[src/rtl/core/jdtf_pkg.sv]
// shared types, constants and popcount for the jaccard distance filter
package jdtf_pkg;

  localparam int WORD_W      = 64;
  localparam int INDEX_WIDTH = 20;
  localparam int DIST_W      = 17;
  localparam int FRAC_BITS   = 16;
  localparam int POP_W       = 7;
  localparam int CFG_INDEX_W = 1;
  localparam int CFG_DATA_W  = 17;

  localparam int FINGERPRINT_BITS_DEFAULT = 512;
  localparam int QUEUE_DEPTH_DEFAULT      = 2;

  localparam logic [DIST_W-1:0] THRESHOLD_RESET = 17'h10000;

  localparam logic [CFG_INDEX_W-1:0] CFG_THRESHOLD = 1'd0;
  localparam logic [CFG_INDEX_W-1:0] CFG_EXCLUDE   = 1'd1;

  typedef struct packed {
    logic [WORD_W-1:0]      query_word;
    logic [WORD_W-1:0]      ref_word;
    logic                   last_word;
    logic [INDEX_WIDTH-1:0] query_index;
    logic [INDEX_WIDTH-1:0] ref_index;
  } item_t;

  typedef struct packed {
    logic [INDEX_WIDTH-1:0] match_query_index;
    logic [INDEX_WIDTH-1:0] match_ref_index;
    logic [DIST_W-1:0]      distance;
  } result_t;

  typedef enum logic [1:0] {
    BK_IDLE,
    BK_DIVIDE,
    BK_OUTPUT
  } back_state_t;

  function automatic logic [POP_W-1:0] pop64(input logic [WORD_W-1:0] w);
    logic [POP_W-1:0] c;
    c = '0;
    for (int i = 0; i < WORD_W; i++) begin
      c = c + POP_W'(w[i]);
    end
    return c;
  endfunction

endpackage

[src/rtl/core/jdtf_front.sv]
// front end: popcount accumulation per fingerprint pair and index exclusion
module jdtf_front import jdtf_pkg::*; #(
  parameter int FINGERPRINT_BITS = FINGERPRINT_BITS_DEFAULT,
  parameter int CW = $clog2(FINGERPRINT_BITS + 1)
) (
  input  logic                   clk,
  input  logic                   rst,
  input  logic                   accept,
  input  item_t                  item,
  input  logic                   exclude_same_index,
  output logic                   push,
  output logic [CW-1:0]          and_count,
  output logic [CW-1:0]          or_count,
  output logic [INDEX_WIDTH-1:0] query_index,
  output logic [INDEX_WIDTH-1:0] ref_index
);

  localparam logic [CW:0] SAT_MAX = (CW + 1)'(FINGERPRINT_BITS);

  logic [CW-1:0] intersection_count;
  logic [CW-1:0] union_count;
  logic [CW:0]   and_sum;
  logic [CW:0]   or_sum;

  always_comb begin
    and_sum = {1'b0, intersection_count} +
              (CW + 1)'(pop64(item.query_word & item.ref_word));
    or_sum  = {1'b0, union_count} +
              (CW + 1)'(pop64(item.query_word | item.ref_word));
    and_count = (and_sum > SAT_MAX) ? SAT_MAX[CW-1:0] : and_sum[CW-1:0];
    or_count  = (or_sum > SAT_MAX) ? SAT_MAX[CW-1:0] : or_sum[CW-1:0];
    query_index = item.query_index;
    ref_index   = item.ref_index;
    push = accept && item.last_word &&
           !(exclude_same_index && (item.query_index == item.ref_index));
  end

  always_ff @(posedge clk) begin
    if (rst) begin
      intersection_count <= '0;
      union_count        <= '0;
    end else if (accept) begin
      if (item.last_word) begin
        intersection_count <= '0;
        union_count        <= '0;
      end else begin
        intersection_count <= and_count;
        union_count        <= or_count;
      end
    end
  end

endmodule

[src/rtl/core/jdtf_queue.sv]
// short fifo between front and back ends
module jdtf_queue #(
  parameter int WIDTH = 8,
  parameter int DEPTH = 2
) (
  input  logic             clk,
  input  logic             rst,
  input  logic             push,
  input  logic [WIDTH-1:0] push_data,
  input  logic             pop,
  output logic [WIDTH-1:0] pop_data,
  output logic             full,
  output logic             empty
);

  localparam int AW = (DEPTH > 1) ? $clog2(DEPTH) : 1;
  localparam logic [AW:0] DEPTH_C = (AW + 1)'(DEPTH);

  logic [WIDTH-1:0] entries [DEPTH];
  logic [AW-1:0]    wptr;
  logic [AW-1:0]    rptr;
  logic [AW:0]      fill;

  assign full     = (fill == DEPTH_C);
  assign empty    = (fill == '0);
  assign pop_data = entries[rptr];

  always_ff @(posedge clk) begin
    if (push) begin
      entries[wptr] <= push_data;
    end
  end

  always_ff @(posedge clk) begin
    if (rst) begin
      wptr <= '0;
      rptr <= '0;
      fill <= '0;
    end else begin
      if (push) begin
        wptr <= (wptr == AW'(DEPTH - 1)) ? '0 : wptr + 1'b1;
      end
      if (pop) begin
        rptr <= (rptr == AW'(DEPTH - 1)) ? '0 : rptr + 1'b1;
      end
      fill <= fill + (AW + 1)'(push) - (AW + 1)'(pop);
    end
  end

endmodule

[src/rtl/core/jdtf_back.sv]
// back end: bit-serial distance division, threshold test and result register
module jdtf_back import jdtf_pkg::*; #(
  parameter int FINGERPRINT_BITS = FINGERPRINT_BITS_DEFAULT,
  parameter int CW = $clog2(FINGERPRINT_BITS + 1)
) (
  input  logic                   clk,
  input  logic                   rst,
  input  logic                   q_empty,
  input  logic [CW-1:0]          q_and_count,
  input  logic [CW-1:0]          q_or_count,
  input  logic [INDEX_WIDTH-1:0] q_query_index,
  input  logic [INDEX_WIDTH-1:0] q_ref_index,
  output logic                   pop,
  input  logic [DIST_W-1:0]      distance_threshold,
  output logic                   result_valid,
  input  logic                   result_ready,
  output result_t                result
);

  localparam int STEP_W = $clog2(DIST_W);
  localparam int PROD_W = DIST_W + CW;

  back_state_t state;
  back_state_t state_next;

  logic [CW-1:0]          divisor;
  logic [CW-1:0]          numer;
  logic [CW:0]            rem;
  logic [DIST_W-1:0]      quot;
  logic [STEP_W-1:0]      step;
  logic [INDEX_WIDTH-1:0] qi;
  logic [INDEX_WIDTH-1:0] ri;

  logic              q_bit;
  logic [CW:0]       rem_sub;
  logic [PROD_W-1:0] limit;
  logic [PROD_W-1:0] scaled_diff;
  logic              pass;
  logic              last_step;

  always_comb begin
    q_bit       = (rem >= {1'b0, divisor});
    rem_sub     = q_bit ? (rem - {1'b0, divisor}) : rem;
    limit       = PROD_W'(distance_threshold) * PROD_W'(divisor);
    scaled_diff = PROD_W'({numer, {FRAC_BITS{1'b0}}});
    pass        = (scaled_diff <= limit);
    last_step   = (step == '0);
  end

  always_comb begin
    state_next = state;
    unique case (state)
      BK_IDLE: begin
        if (!q_empty) state_next = BK_DIVIDE;
      end
      BK_DIVIDE: begin
        if (last_step) state_next = pass ? BK_OUTPUT : BK_IDLE;
      end
      BK_OUTPUT: begin
        if (result_ready) state_next = BK_IDLE;
      end
      default: state_next = BK_IDLE;
    endcase
  end

  always_comb begin
    pop          = (state == BK_IDLE) && !q_empty;
    result_valid = (state == BK_OUTPUT);
  end

  always_ff @(posedge clk) begin
    if (rst) begin
      state <= BK_IDLE;
    end else begin
      state <= state_next;
    end
  end

  always_ff @(posedge clk) begin
    if (pop) begin
      divisor <= q_or_count;
      numer   <= q_or_count - q_and_count;
      rem     <= {1'b0, q_or_count - q_and_count};
      quot    <= '0;
      step    <= STEP_W'(DIST_W - 1);
      qi      <= q_query_index;
      ri      <= q_ref_index;
    end else if (state == BK_DIVIDE) begin
      rem  <= {rem_sub[CW-1:0], 1'b0};
      quot <= {quot[DIST_W-2:0], q_bit};
      step <= step - 1'b1;
      if (last_step) begin
        result.match_query_index <= qi;
        result.match_ref_index   <= ri;
        result.distance <= (divisor == '0) ? '0 : {quot[DIST_W-2:0], q_bit};
      end
    end
  end

endmodule

[src/rtl/core/jaccard_distance_threshold_filter_top.sv]
// top level of the jaccard distance threshold filter
//
//  channel | direction | handshake               | payload
//  item    | in        | item_valid/item_ready   | item_t, one fingerprint word pair
//  result  | out       | result_valid/result_ready | result_t, one accepted pair
//  cfg     | in        | cfg_valid/cfg_ready     | cfg_index, cfg_data
//
// one word pair taken per cycle while the pair queue has room
// each pair is loaded by the idle back end, then runs the bit-serial divider,
// and a pair within the threshold is held in the output register until taken
// item_ready drops while the queue is full; the front stalls only then
// synchronous reset clears counts, queue, back end state; config gets defaults
module jaccard_distance_threshold_filter_top import jdtf_pkg::*; #(
  parameter int FINGERPRINT_BITS = FINGERPRINT_BITS_DEFAULT,
  parameter int QUEUE_DEPTH      = QUEUE_DEPTH_DEFAULT
) (
  input  logic                   clk,
  input  logic                   rst,
  input  logic                   item_valid,
  output logic                   item_ready,
  input  item_t                  item,
  output logic                   result_valid,
  input  logic                   result_ready,
  output result_t                result,
  input  logic                   cfg_valid,
  output logic                   cfg_ready,
  input  logic [CFG_INDEX_W-1:0] cfg_index,
  input  logic [CFG_DATA_W-1:0]  cfg_data
);

  localparam int CW = $clog2(FINGERPRINT_BITS + 1);
  localparam int QW = 2 * CW + 2 * INDEX_WIDTH;

  logic [DIST_W-1:0] distance_threshold;
  logic              exclude_same_index;

  logic                   accept;
  logic                   push;
  logic                   pop;
  logic                   q_full;
  logic                   q_empty;
  logic [CW-1:0]          f_and;
  logic [CW-1:0]          f_or;
  logic [INDEX_WIDTH-1:0] f_qi;
  logic [INDEX_WIDTH-1:0] f_ri;
  logic [QW-1:0]          q_out;

  assign cfg_ready  = 1'b1;
  assign item_ready = !q_full;
  assign accept     = item_valid && item_ready;

  always_ff @(posedge clk) begin
    if (rst) begin
      distance_threshold <= THRESHOLD_RESET;
      exclude_same_index <= 1'b1;
    end else if (cfg_valid && cfg_ready) begin
      unique case (cfg_index)
        CFG_THRESHOLD: distance_threshold <= cfg_data[DIST_W-1:0];
        CFG_EXCLUDE:   exclude_same_index <= cfg_data[0];
        default: ;
      endcase
    end
  end

  jdtf_front #(
    .FINGERPRINT_BITS(FINGERPRINT_BITS),
    .CW(CW)
  ) u_front (
    .clk(clk),
    .rst(rst),
    .accept(accept),
    .item(item),
    .exclude_same_index(exclude_same_index),
    .push(push),
    .and_count(f_and),
    .or_count(f_or),
    .query_index(f_qi),
    .ref_index(f_ri)
  );

  jdtf_queue #(
    .WIDTH(QW),
    .DEPTH(QUEUE_DEPTH)
  ) u_queue (
    .clk(clk),
    .rst(rst),
    .push(push),
    .push_data({f_and, f_or, f_qi, f_ri}),
    .pop(pop),
    .pop_data(q_out),
    .full(q_full),
    .empty(q_empty)
  );

  jdtf_back #(
    .FINGERPRINT_BITS(FINGERPRINT_BITS),
    .CW(CW)
  ) u_back (
    .clk(clk),
    .rst(rst),
    .q_empty(q_empty),
    .q_and_count(q_out[QW-1 -: CW]),
    .q_or_count(q_out[QW-CW-1 -: CW]),
    .q_query_index(q_out[2*INDEX_WIDTH-1 -: INDEX_WIDTH]),
    .q_ref_index(q_out[INDEX_WIDTH-1:0]),
    .pop(pop),
    .distance_threshold(distance_threshold),
    .result_valid(result_valid),
    .result_ready(result_ready),
    .result(result)
  );

endmodule

[config.mk]
export PLATFORM = sky130hd
export DESIGN_NAME = jaccard_distance_threshold_filter_top
export DESIGN_NICKNAME = d
export VERILOG_FILES = /design/src/rtl/core/jdtf_pkg.sv /design/src/rtl/core/jdtf_front.sv /design/src/rtl/core/jdtf_queue.sv /design/src/rtl/core/jdtf_back.sv /design/src/rtl/core/jaccard_distance_threshold_filter_top.sv
export SDC_FILE = /design/constraint.sdc
export NUM_CORES = 1
export LEC_CHECK = 0
export BUFFER_PORTS_ARGS = -buffer_cell sky130_fd_sc_hd__buf_2
export CORE_ASPECT_RATIO = 1.75
export CORE_UTILIZATION = 45
export DETAILED_ROUTE_END_ITERATION = 10
export GPL_TIMING_DRIVEN = 0
export HOLD_SLACK_MARGIN = 0.03
export PLACE_DENSITY = 0.63
export SLEW_MARGIN = 20
export SYNTH_ARGS = -nofsm -noshare
export SYNTH_HDL_FRONTEND = slang
export SYNTH_HIERARCHICAL = 1
export SYNTH_SLANG_ARGS = --single-unit
export TNS_END_PERCENT = 20
[constraint.sdc]
create_clock -name clk -period 24.3 [get_ports clk]
set_input_delay 4.86 -clock clk [delete_from_list [all_inputs] [get_ports clk]]
set_output_delay 4.86 -clock clk [all_outputs]
set_load 0.005 [all_outputs]
Word level (Yosys, flattened, before mapping)
Memory sizes are Yosys's and may differ from the RTL's. A register that Yosys moved wholly into a read port is not among the register bits.
Index checks and enable logic that the tools add are counted.
{"block": "word_totals", "n_memories": 1, "register_bits": 193, "output_inout_bits": 60, "elab_cells": 206, "mem_bits_rw": 120, "inputBits": 192}
{"block": "op_classes", "eq_ne": 7, "add_sub_neg": 135, "magnitude_cmp": 4, "bitwise_logic": 4, "muxes": 18, "n_reduce_logical": 17, "multipliers": 1}
{"memory": "u_queue.entries", "words": 2, "word_bits": 60, "rd": 1, "rd_clocked_by_memory_dff": 1, "wr": 1, "line": "jdtf_queue.sv:19", "rtl": "logic [WIDTH-1:0] entries [DEPTH];"}
{"cell": "$add A7 B1 Y7", "count": 124}
{"cell": "$mux W10", "count": 7}
{"cell": "$and A64 B64 Y64", "count": 1}
{"cell": "$or A64 B64 Y64", "count": 1}
{"cell": "$le A26 B27 Y1", "count": 1}
{"cell": "$mul A17 B10 Y27", "count": 1}
{"cell": "$add A10 B7 Y11", "count": 2}
{"cell": "$gt A11 B10 Y1 const B", "count": 2}
{"cell": "$eq A20 B20 Y1", "count": 1}
{"cell": "$sub A10 B10 Y10", "count": 2}
{"cell": "$ge A11 B10 Y1", "count": 1}
{"cell": "$logic_not A10 Y1", "count": 1}
{"cell": "$mux W2", "count": 4}
{"cell": "$mux W1", "count": 6}
{"cell": "$pmux W2 S3", "count": 1}
{"cell": "$reduce_and A3 Y1", "count": 2}
{"cell": "$logic_and A1 B1 Y1", "count": 5}
{"cell": "$logic_not A5 Y1", "count": 1}
{"cell": "$sub A5 B1 Y5 const B", "count": 1}
{"cell": "$add A1 B1 Y2", "count": 2}
{"cell": "$eq A2 B2 Y1 const B", "count": 2}
{"cell": "$logic_not A2 Y1", "count": 2}
{"cell": "$ne A2 B1 Y1 const B", "count": 2}
{"cell": "$reduce_and A2 Y1", "count": 2}
{"cell": "other kinds (8)", "count": 12}

Logic depth before layout (Yosys ltp)
Gate-level depths: netlist of run 1.
{"block": "depth", "ltp_word": 68, "mapped_depth": 28, "mapped_depth_nobuf": 26}

Modules after synthesis
Netlist of run 1, hierarchy kept.
{"mod": "jdtf_back", "instances": 1, "seq_area_each_um2": 4294.1, "area_each_um2": 11616.1, "cells_each": 1084}
{"mod": "jdtf_front", "instances": 1, "seq_area_each_um2": 400.4, "area_each_um2": 5850.6, "cells_each": 628}
{"mod": "jdtf_queue", "instances": 1, "seq_area_each_um2": 3703.6, "area_each_um2": 4852.2, "cells_each": 208}
{"mod": "jaccard_distance_threshold_filter_top", "instances": 1, "seq_area_each_um2": 360.3, "area_each_um2": 823.3, "cells_each": 83}

Worst setup path before layout of run 1
OpenSTA, ideal clock, no wires.
{"block": "synth_timing", "kind": "input to register", "from": "input item[103] (netlist name)", "to": "memory u_queue/entries[0][40] (netlist name), data pin", "required_time_ns": 24.151, "arrival_time_ns": 11.382, "path_slack_ns": 12.769, "setup_time_ns": 0.149, "stages": 21, "path_cell_list": "or2_2 -> fa_1 -> fa_1 -> inv_1 -> fa_1 -> fa_1 -> fa_1 -> inv_1 -> fa_1 -> inv_1 -> fa_1 -> inv_1 -> fa_1 -> fa_1 -> fa_1 -> a211oi_1 -> nor2_1 -> xor2_1 -> nor4_1 -> a41oi_2 -> nor2_1"}
{"block": "synth_between", "elab_chain_cells": 6}
{"element": "start, declared", "line": "jaccard_distance_threshold_filter_top.sv:21", "rtl": "input item_t item,"}
{"element": "$or A64 B64 Y64 *", "line": "jdtf_front.sv:29", "rtl": "(CW + 1)'(pop64(item.query_word | item.ref_word));"}
{"element": "$add A7 B1 Y7 * (2 in series)", "line": "jdtf_pkg.sv:44", "rtl": "c = c + POP_W'(w[i]);"}
{"element": "$add A10 B7 Y11 *", "line": "jdtf_front.sv:28", "rtl": "or_sum = {1'b0, union_count} +"}
{"element": "$gt A11 B10 Y1", "line": "jdtf_front.sv:31", "rtl": "or_count = (or_sum > SAT_MAX) ? SAT_MAX[CW-1:0] : or_sum[CW-1:0];"}
{"element": "$mux W10 *", "line": "jdtf_front.sv:31"}
{"element": "net f_or[0]", "line": "jaccard_distance_threshold_filter_top.sv:43", "rtl": "logic [CW-1:0] f_or;"}
{"element": "end, declared", "line": "jdtf_queue.sv:19"}
The timed path passes the listed nets; every way through them passes the cells marked *.

Worst setup path in the final report of run 1
{"block": "layout_timing", "from": "input item[103] (netlist name)", "to": "memory u_queue/entries[1][41] (netlist name), data pin"}
Same word-level chain as after synthesis.

==> results of run 1 <==
==> how the worst max path moves through the flow <==
stage / startpoint / endpoint / cells past startpoint
6_report: item[103] / u_queue/entries[1][41]$_DFFE_PP_ / 22
5_1_grt: item[103] / u_queue/entries[1][41]$_DFFE_PP_ / 22
3_5_place_dp: item[103] / u_queue/entries[1][41]$_DFFE_PP_ / 22
4_1_cts: item[103] / u_queue/entries[1][41]$_DFFE_PP_ / 22
3_3_place_gp: item[103] / u_queue/entries[0][41]$_DFFE_PP_ / 22
2_1_floorplan: item[103] / u_queue/entries[0][40]$_DFFE_PP_ / 21
==> placed cells by master (no fill, tap or decap), types with 8 or more instances in the layout <==
master,instances
buf_2,255
edfxtp_1,247
inv_1,239
fa_1,232
nand2_1,205
ha_1,148
and2_1,133
nor2_1,87
dfxtp_1,67
mux2_4,60
or2_2,46
clkbuf_1,44
buf_4,43
a21oi_1,41
o21ai_1,34
xnor2_1,32
xor2_1,31
clkbuf_16,29
nand3_1,27
o21ai_0,26
nand2b_1,23
nor2b_1,14
a21o_1,13
nand4bb_1,11
nand4_1,10
o21a_1,10
a32o_1,10
or3_1,9
buf_12,8
nor3_1,8
nor4_1,8
==> synth_stat cells (all sizes together), types with 31 or more instances <==
cell    count  area share
edfxtp    247        0.32
inv       242       0.039
fa        232        0.20
nand2     206       0.034
ha        148       0.080
and2      135       0.037
nor2       87       0.014
dfxtp      67       0.058
mux2       63       0.040
buf        61       0.022
o21ai      60       0.013
or2        52       0.014
a21oi      42      0.0096
clkbuf     42      0.0068
xnor2      32       0.012
xor2       31       0.012
==> worst max-delay path, delay by kind of cell <==
| family | cells | cell delay (ns) |
|---|---|---|
| buffers and inverters | 5 | 0.33 |
| XOR/XNOR | 1 | 0.33 |
| AND/OR/NAND/NOR | 2 | 0.60 |
| AO/OA/AOI/OAI | 4 | 0.95 |
| adder cells (fa/ha/maj) | 10 | 4.99 |
==> area by class of cell <==
type | instances | area (um2) | share of cell area
Antenna cell | 1 | 2.502 | 0.00009476
Buffer | 103 | 678.2 | 0.02568
Clock buffer | 33 | 750.7 | 0.02843
Clock inverter | 21 | 289.0 | 0.01094
Inverter | 242 | 910.9 | 0.03449
Multi-Input combinational cell | 1344 | 12810 | 0.4851
Sequential cell | 314 | 8758 | 0.3317
Tap cell | 666 | 833.3 | 0.03156
Timing Repair Buffer | 255 | 1374 | 0.05202
==> sequential cells by signal, indices dropped and copies added, names as in the netlist, 2 cells and up, named ones only <==
name	count
u_back/ri	20
u_queue/fill	2
u_back/quot	16
u_back/divisor	10
u_back/numer	10
u_back/result	57
u_back/step	5
u_back/rem	11
u_back/state	2
distance_threshold	17
u_queue/entries	120
u_front/intersection_count	10
u_front/union_count	10
u_back/qi	20
==> per-stage QoR <==
step | setup WS (ns) | hold slack, ns | cells
2_1_floorplan | 12.77 | 0.4003 | 2003
3_3_place_gp | 11.94 | 0.4010 | 2919
3_5_place_dp | 11.91 | 0.4045 | 2924
4_1_cts | 12.51 | 0.4101 | 2978
5_1_grt | 12.22 | 0.4227 | 2979
6_report | 12.61 | 0.4161 | 2979
==> per-layer routing <==
metal  GRT usage  vias up  part of all wire
li1            -     7254                 -
met1      0.2009     7575              0.34
met2      0.4397      323              0.58
met4      0.1005        6             0.047
met5           0        -           0.00078
met3     0.02640      122             0.035
==> cell families (layout without fill, tap and decap cells) <==
kind of cell    after synthesis  in the layout
fa+ha+maj                   380            380
simple gates                613            613
compound gates              218            218
other cells                   1              2
mux                          68             68
flops                       314            314
xor+xnor                     64             64
buf+inv                     345            654
==> impl_metrics.tcl, run 1 <==
set metrics [dict create \
    drive_gt1_frac 0.2115 \
    numClockSinks 314 \
    area_delta_synth_final_pct 14.11 \
    fillers 4419 \
    start_kind "input port" \
    syn_area_per_cell_um2 11.55 \
    relSlewSlack 0.3184 \
    setup_viol 0 \
    cp-end-kind "register" \
    critical_path.slowest_cell "fa_1" \
    yosys.cell_types.count 85 \
    h-tree-depth 1 \
    cts_root_buf "clkbuf_16" \
    worstRegToRegCells 27 \
    tns_ns 0 \
    antenna_left 0 \
    rsz0062_at_grt "no" \
    tightest_slew_ns 1.015 \
    gp_congestion 0.8841 \
    syn-num-nets 2575 \
    cts_buffers 29 \
    post-cts-setup-buffers 0 \
    cp.arrival_ns 12.08 \
    rrSetupSlack_ns 14.98 \
    place_area_mm2 0.02537 \
    wirelength_um 53750 \
    outcome "finished clean" \
    synthSimpleGateAreaFrac 0.1374 \
    ioPinCount 252 \
    yosys_warnings 6 \
    synthAdderAreaFrac 0.2807 \
    stdcell_area_mm2 0.02641 \
    wl_per_cell_um 18.04 \
    ys_ff_latch 314 \
    cpPeakStageDelay_ns 0.55 \
    antenna_found_initial 4 \
    synth_area_mm2 0.02314 \
    required_ns 24.68 \
    grt_pass1_wl_um 86060 \
    cts.clk_slew.worst_paths_ns 0.07 \
    grt_pass1_vias 16860 \
    synth_top_family_by_area "adder cells" \
    cpMostUsedCell "fa_1" \
    synth_flop_cell "edfxtp_1" \
    grt-ovfl-total 0 \
    final_max_slew_viol_count 0 \
    crit_chain "buf_2 > or2_2 > fa_1 > fa_1 > inv_1 > fa_1 > fa_1 > fa_1 > inv_1 > fa_1 > inv_1 > fa_1 > inv_1 > fa_1 > fa_1 > fa_1 > a211oi_1 > o21bai_1 > a21oi_1 > xor2_1 > a41oi_2 > nor2_1" \
    path_max_fanout 5 \
    cap_viol_max_count 0 \
    drc 0 \
    hold_class "register to register" \
    r2r_start "u_back/divisor[8]$_DFFE_PP_" \
    rows 109 \
    grt_max_degree 43 \
    synth_mux_area_frac 0.04255 \
    dr.pass1.iters 5 \
    whs_path_depth 0 \
    clk_latency_ns 0.58 \
    hold_end "u_back/result[48]$_DFFE_PP_" \
    fin_nets 2861 \
    max_freq_mhz 85.52 \
    post-route-min-period_ns 11.69 \
    io_buffers 250 \
    synth-compound-area-share 0.06747 \
    start_util 0.4574 \
    vias_per_cell 5.129 \
    dp_hpwl_um 44080 \
    worstSetupPathType "input port to register" \
    die-height_um 302.0 \
    hold_viol_final 0 \
    ys_seq_area_frac 0.3785 \
    synthArstFlopShare 0 \
    cts-resized-gates 0 \
    drt_iter0_markers 698 \
    die_w_um 173.4 \
    finalCritPeriodShare 0.4812 \
    hold_start "u_back/qi[11]$_DFFE_PP_" \
    dieArea_mm2 0.05237 \
    netlist_instances 2003 \
    holdBufCountCts 0 \
    r2r-end "u_back/state[1]$_SDFFE_PP0P_" \
    cts_tree "done" \
    num_vias 15280 \
    coreArea_mm2 0.05060 \
    grtUsageTotal 0.2122 \
    post-route-util 0.5219 \
    yosys.area_share.xor_xnor 0.02482 \
    fin_skew_ns 0.01525 \
    clockBufferDepth 3 \
    synth_edf_count 247 \
]
Power of run 1 is not shown: default switching activity piles up to over one toggle a cycle in this logic, so the estimate is an artifact.
==> run 2: changes to the inputs <==
Clock period 24.3 ns to 12 ns, I/O delays scaled along.
==> impl_metrics.tcl, run 2 (synthesis gave the netlist of run 1 again) <==
set metrics [dict create \
    post-route-min-period_ns 9.291 \
    worstSetupPathType "register to register" \
    largest_register_ff_count 120 \
    wirelength_um 53790 \
    dp_hpwl_um 44080 \
    antenna_found_initial 4 \
    top_regs "u_queue/entries: 120 flops, u_back/result: 57 flops" \
    worstRegToRegCells 27 \
    finalCritPeriodShare 0.7742 \
    tightest_slew_ns 1.014 \
    grtUsageTotal 0.2121 \
    max_freq_mhz 107.6 \
    drc 0 \
    cpMostUsedCell "fa_1" \
    crit_path_end "u_back/state[1]$_SDFFE_PP0P_" \
    numClockSinks 314 \
    cpPeakStageDelay_ns 0.78 \
    vias_per_cell 5.117 \
    setup_viol 0 \
    cts_tree "done" \
    start_util 0.4574 \
    mostFrequentLayoutCells "buf_2, edfxtp_1, inv_1" \
    r2r_start "u_back/divisor[8]$_DFFE_PP_" \
    io_buffers 250 \
    crit_start "u_back/divisor[8]$_DFFE_PP_" \
    die-height_um 302.0 \
    num_vias 15240 \
    cts_root_buf "clkbuf_16" \
    h-tree-depth 1 \
    cts.clk_slew.worst_paths_ns 0.07 \
    path_max_fanout 10 \
    fillers 4419 \
    regMostFlops "u_queue/entries" \
    rrSetupSlack_ns 2.71 \
    wl_per_cell_um 18.06 \
    gp_congestion 0.8841 \
    final_max_slew_viol_count 0 \
    grt_max_degree 43 \
    hold_start "u_back/qi[11]$_DFFE_PP_" \
    post-cts-setup-buffers 0 \
    drive_gt1_frac 0.2115 \
    required_ns 12.49 \
    grt_pass1_vias 16850 \
    cp.arrival_ns 9.78 \
    critical_path.slowest_cell "clkbuf_1" \
    coreArea_mm2 0.05060 \
    clockBufferDepth 3 \
    cts-resized-gates 0 \
    outcome "finished clean" \
    drt_iter0_markers 692 \
    tns_ns 0 \
    multi_input_area_mm2 0.01281 \
    area_delta_synth_final_pct 14.11 \
    seq_area_mm2 0.008758 \
    ioPinCount 252 \
    holdBufCountCts 0 \
    grt_pass1_wl_um 86040 \
    dieArea_mm2 0.05237 \
    cp-end-kind "register" \
    die_w_um 173.4 \
    hold_viol_final 0 \
    final_common_cell "buf_2" \
    rsz0062_at_grt "no" \
    r2r-end "u_back/state[1]$_SDFFE_PP0P_" \
    grt-ovfl-total 0 \
    relSlewSlack 0.3186 \
    clk_latency_ns 0.58 \
    start_kind "register" \
    cap_viol_max_count 0 \
    hold_class "register to register" \
    place_area_mm2 0.02537 \
    antenna_left 0 \
    dr.pass1.iters 5 \
    cts_buffers 29 \
    rows 109 \
    fin_skew_ns 0.01300 \
    fin_nets 2861 \
    stdcell_area_mm2 0.02641 \
]
[run 2: cell counts in the layout (fill, tap and decap cells not counted)]
No cell type changed its count.
[run 2: per-stage QoR]
step / hold slack, ns / worst slack [ns] / util / std cells
5_1_grt: 0.4225 / 2.374 / 0.5219 / 2979
3_3_place_gp: 0.4010 / 2.100 / 0.4986 / 2919
6_report: 0.4161 / 2.709 / 0.5219 / 2979
2_1_floorplan: 0.4003 / 2.929 / - / 2003
3_5_place_dp: 0.4045 / 2.070 / 0.5013 / 2924
4_1_cts: 0.4101 / 2.673 / 0.5219 / 2978
[run 2: critical path: cells and delay by family, from the launching register on]
kind                       cells  cell delay, ns
DFF                            1            0.32
AOI/OAI and AO/OA              4            1.10
and+or+nand+nor               10            2.77
buffers and inverters          5            1.57
muxes                          1            0.36
adders and majority gates      7            3.10
[run 2: final cells by class]
type,count,share of cell area
multi-input cells,1344,0.4851
flip-flops and latches,314,0.3317
repair buffers,255,0.05202
inverters,242,0.03449
well taps,666,0.03156
clock buffers,33,0.02843
plain buffers,103,0.02568
clock inverters,21,0.01094
diodes,1,0.00009476
[run 2: per-layer routing]
metal / vias up / track usage / wire (um)
met1: 7561 / 0.2008 / 18180
met4: 6 / 0.09987 / 2443
met2: 306 / 0.4403 / 31340
met5: - / 0 / 42
met3: 115 / 0.02577 / 1789
li1: 7256 / - / -
[run 2: worst min-delay path by stage]
stage	to	slack (ns)	cells after the start
6_report	u_back/result[48]$_DFFE_PP_	0.42	0
5_1_grt	u_back/result[36]$_DFFE_PP_	0.42	0
4_1_cts	u_back/result[36]$_DFFE_PP_	0.41	0
3_5_place_dp	u_back/result[31]$_DFFE_PP_	0.40	0
3_3_place_gp	u_back/result[40]$_DFFE_PP_	0.40	0
2_1_floorplan	u_back/result[17]$_DFFE_PP_	0.40	0
Power of run 2 is left out for the same reason.
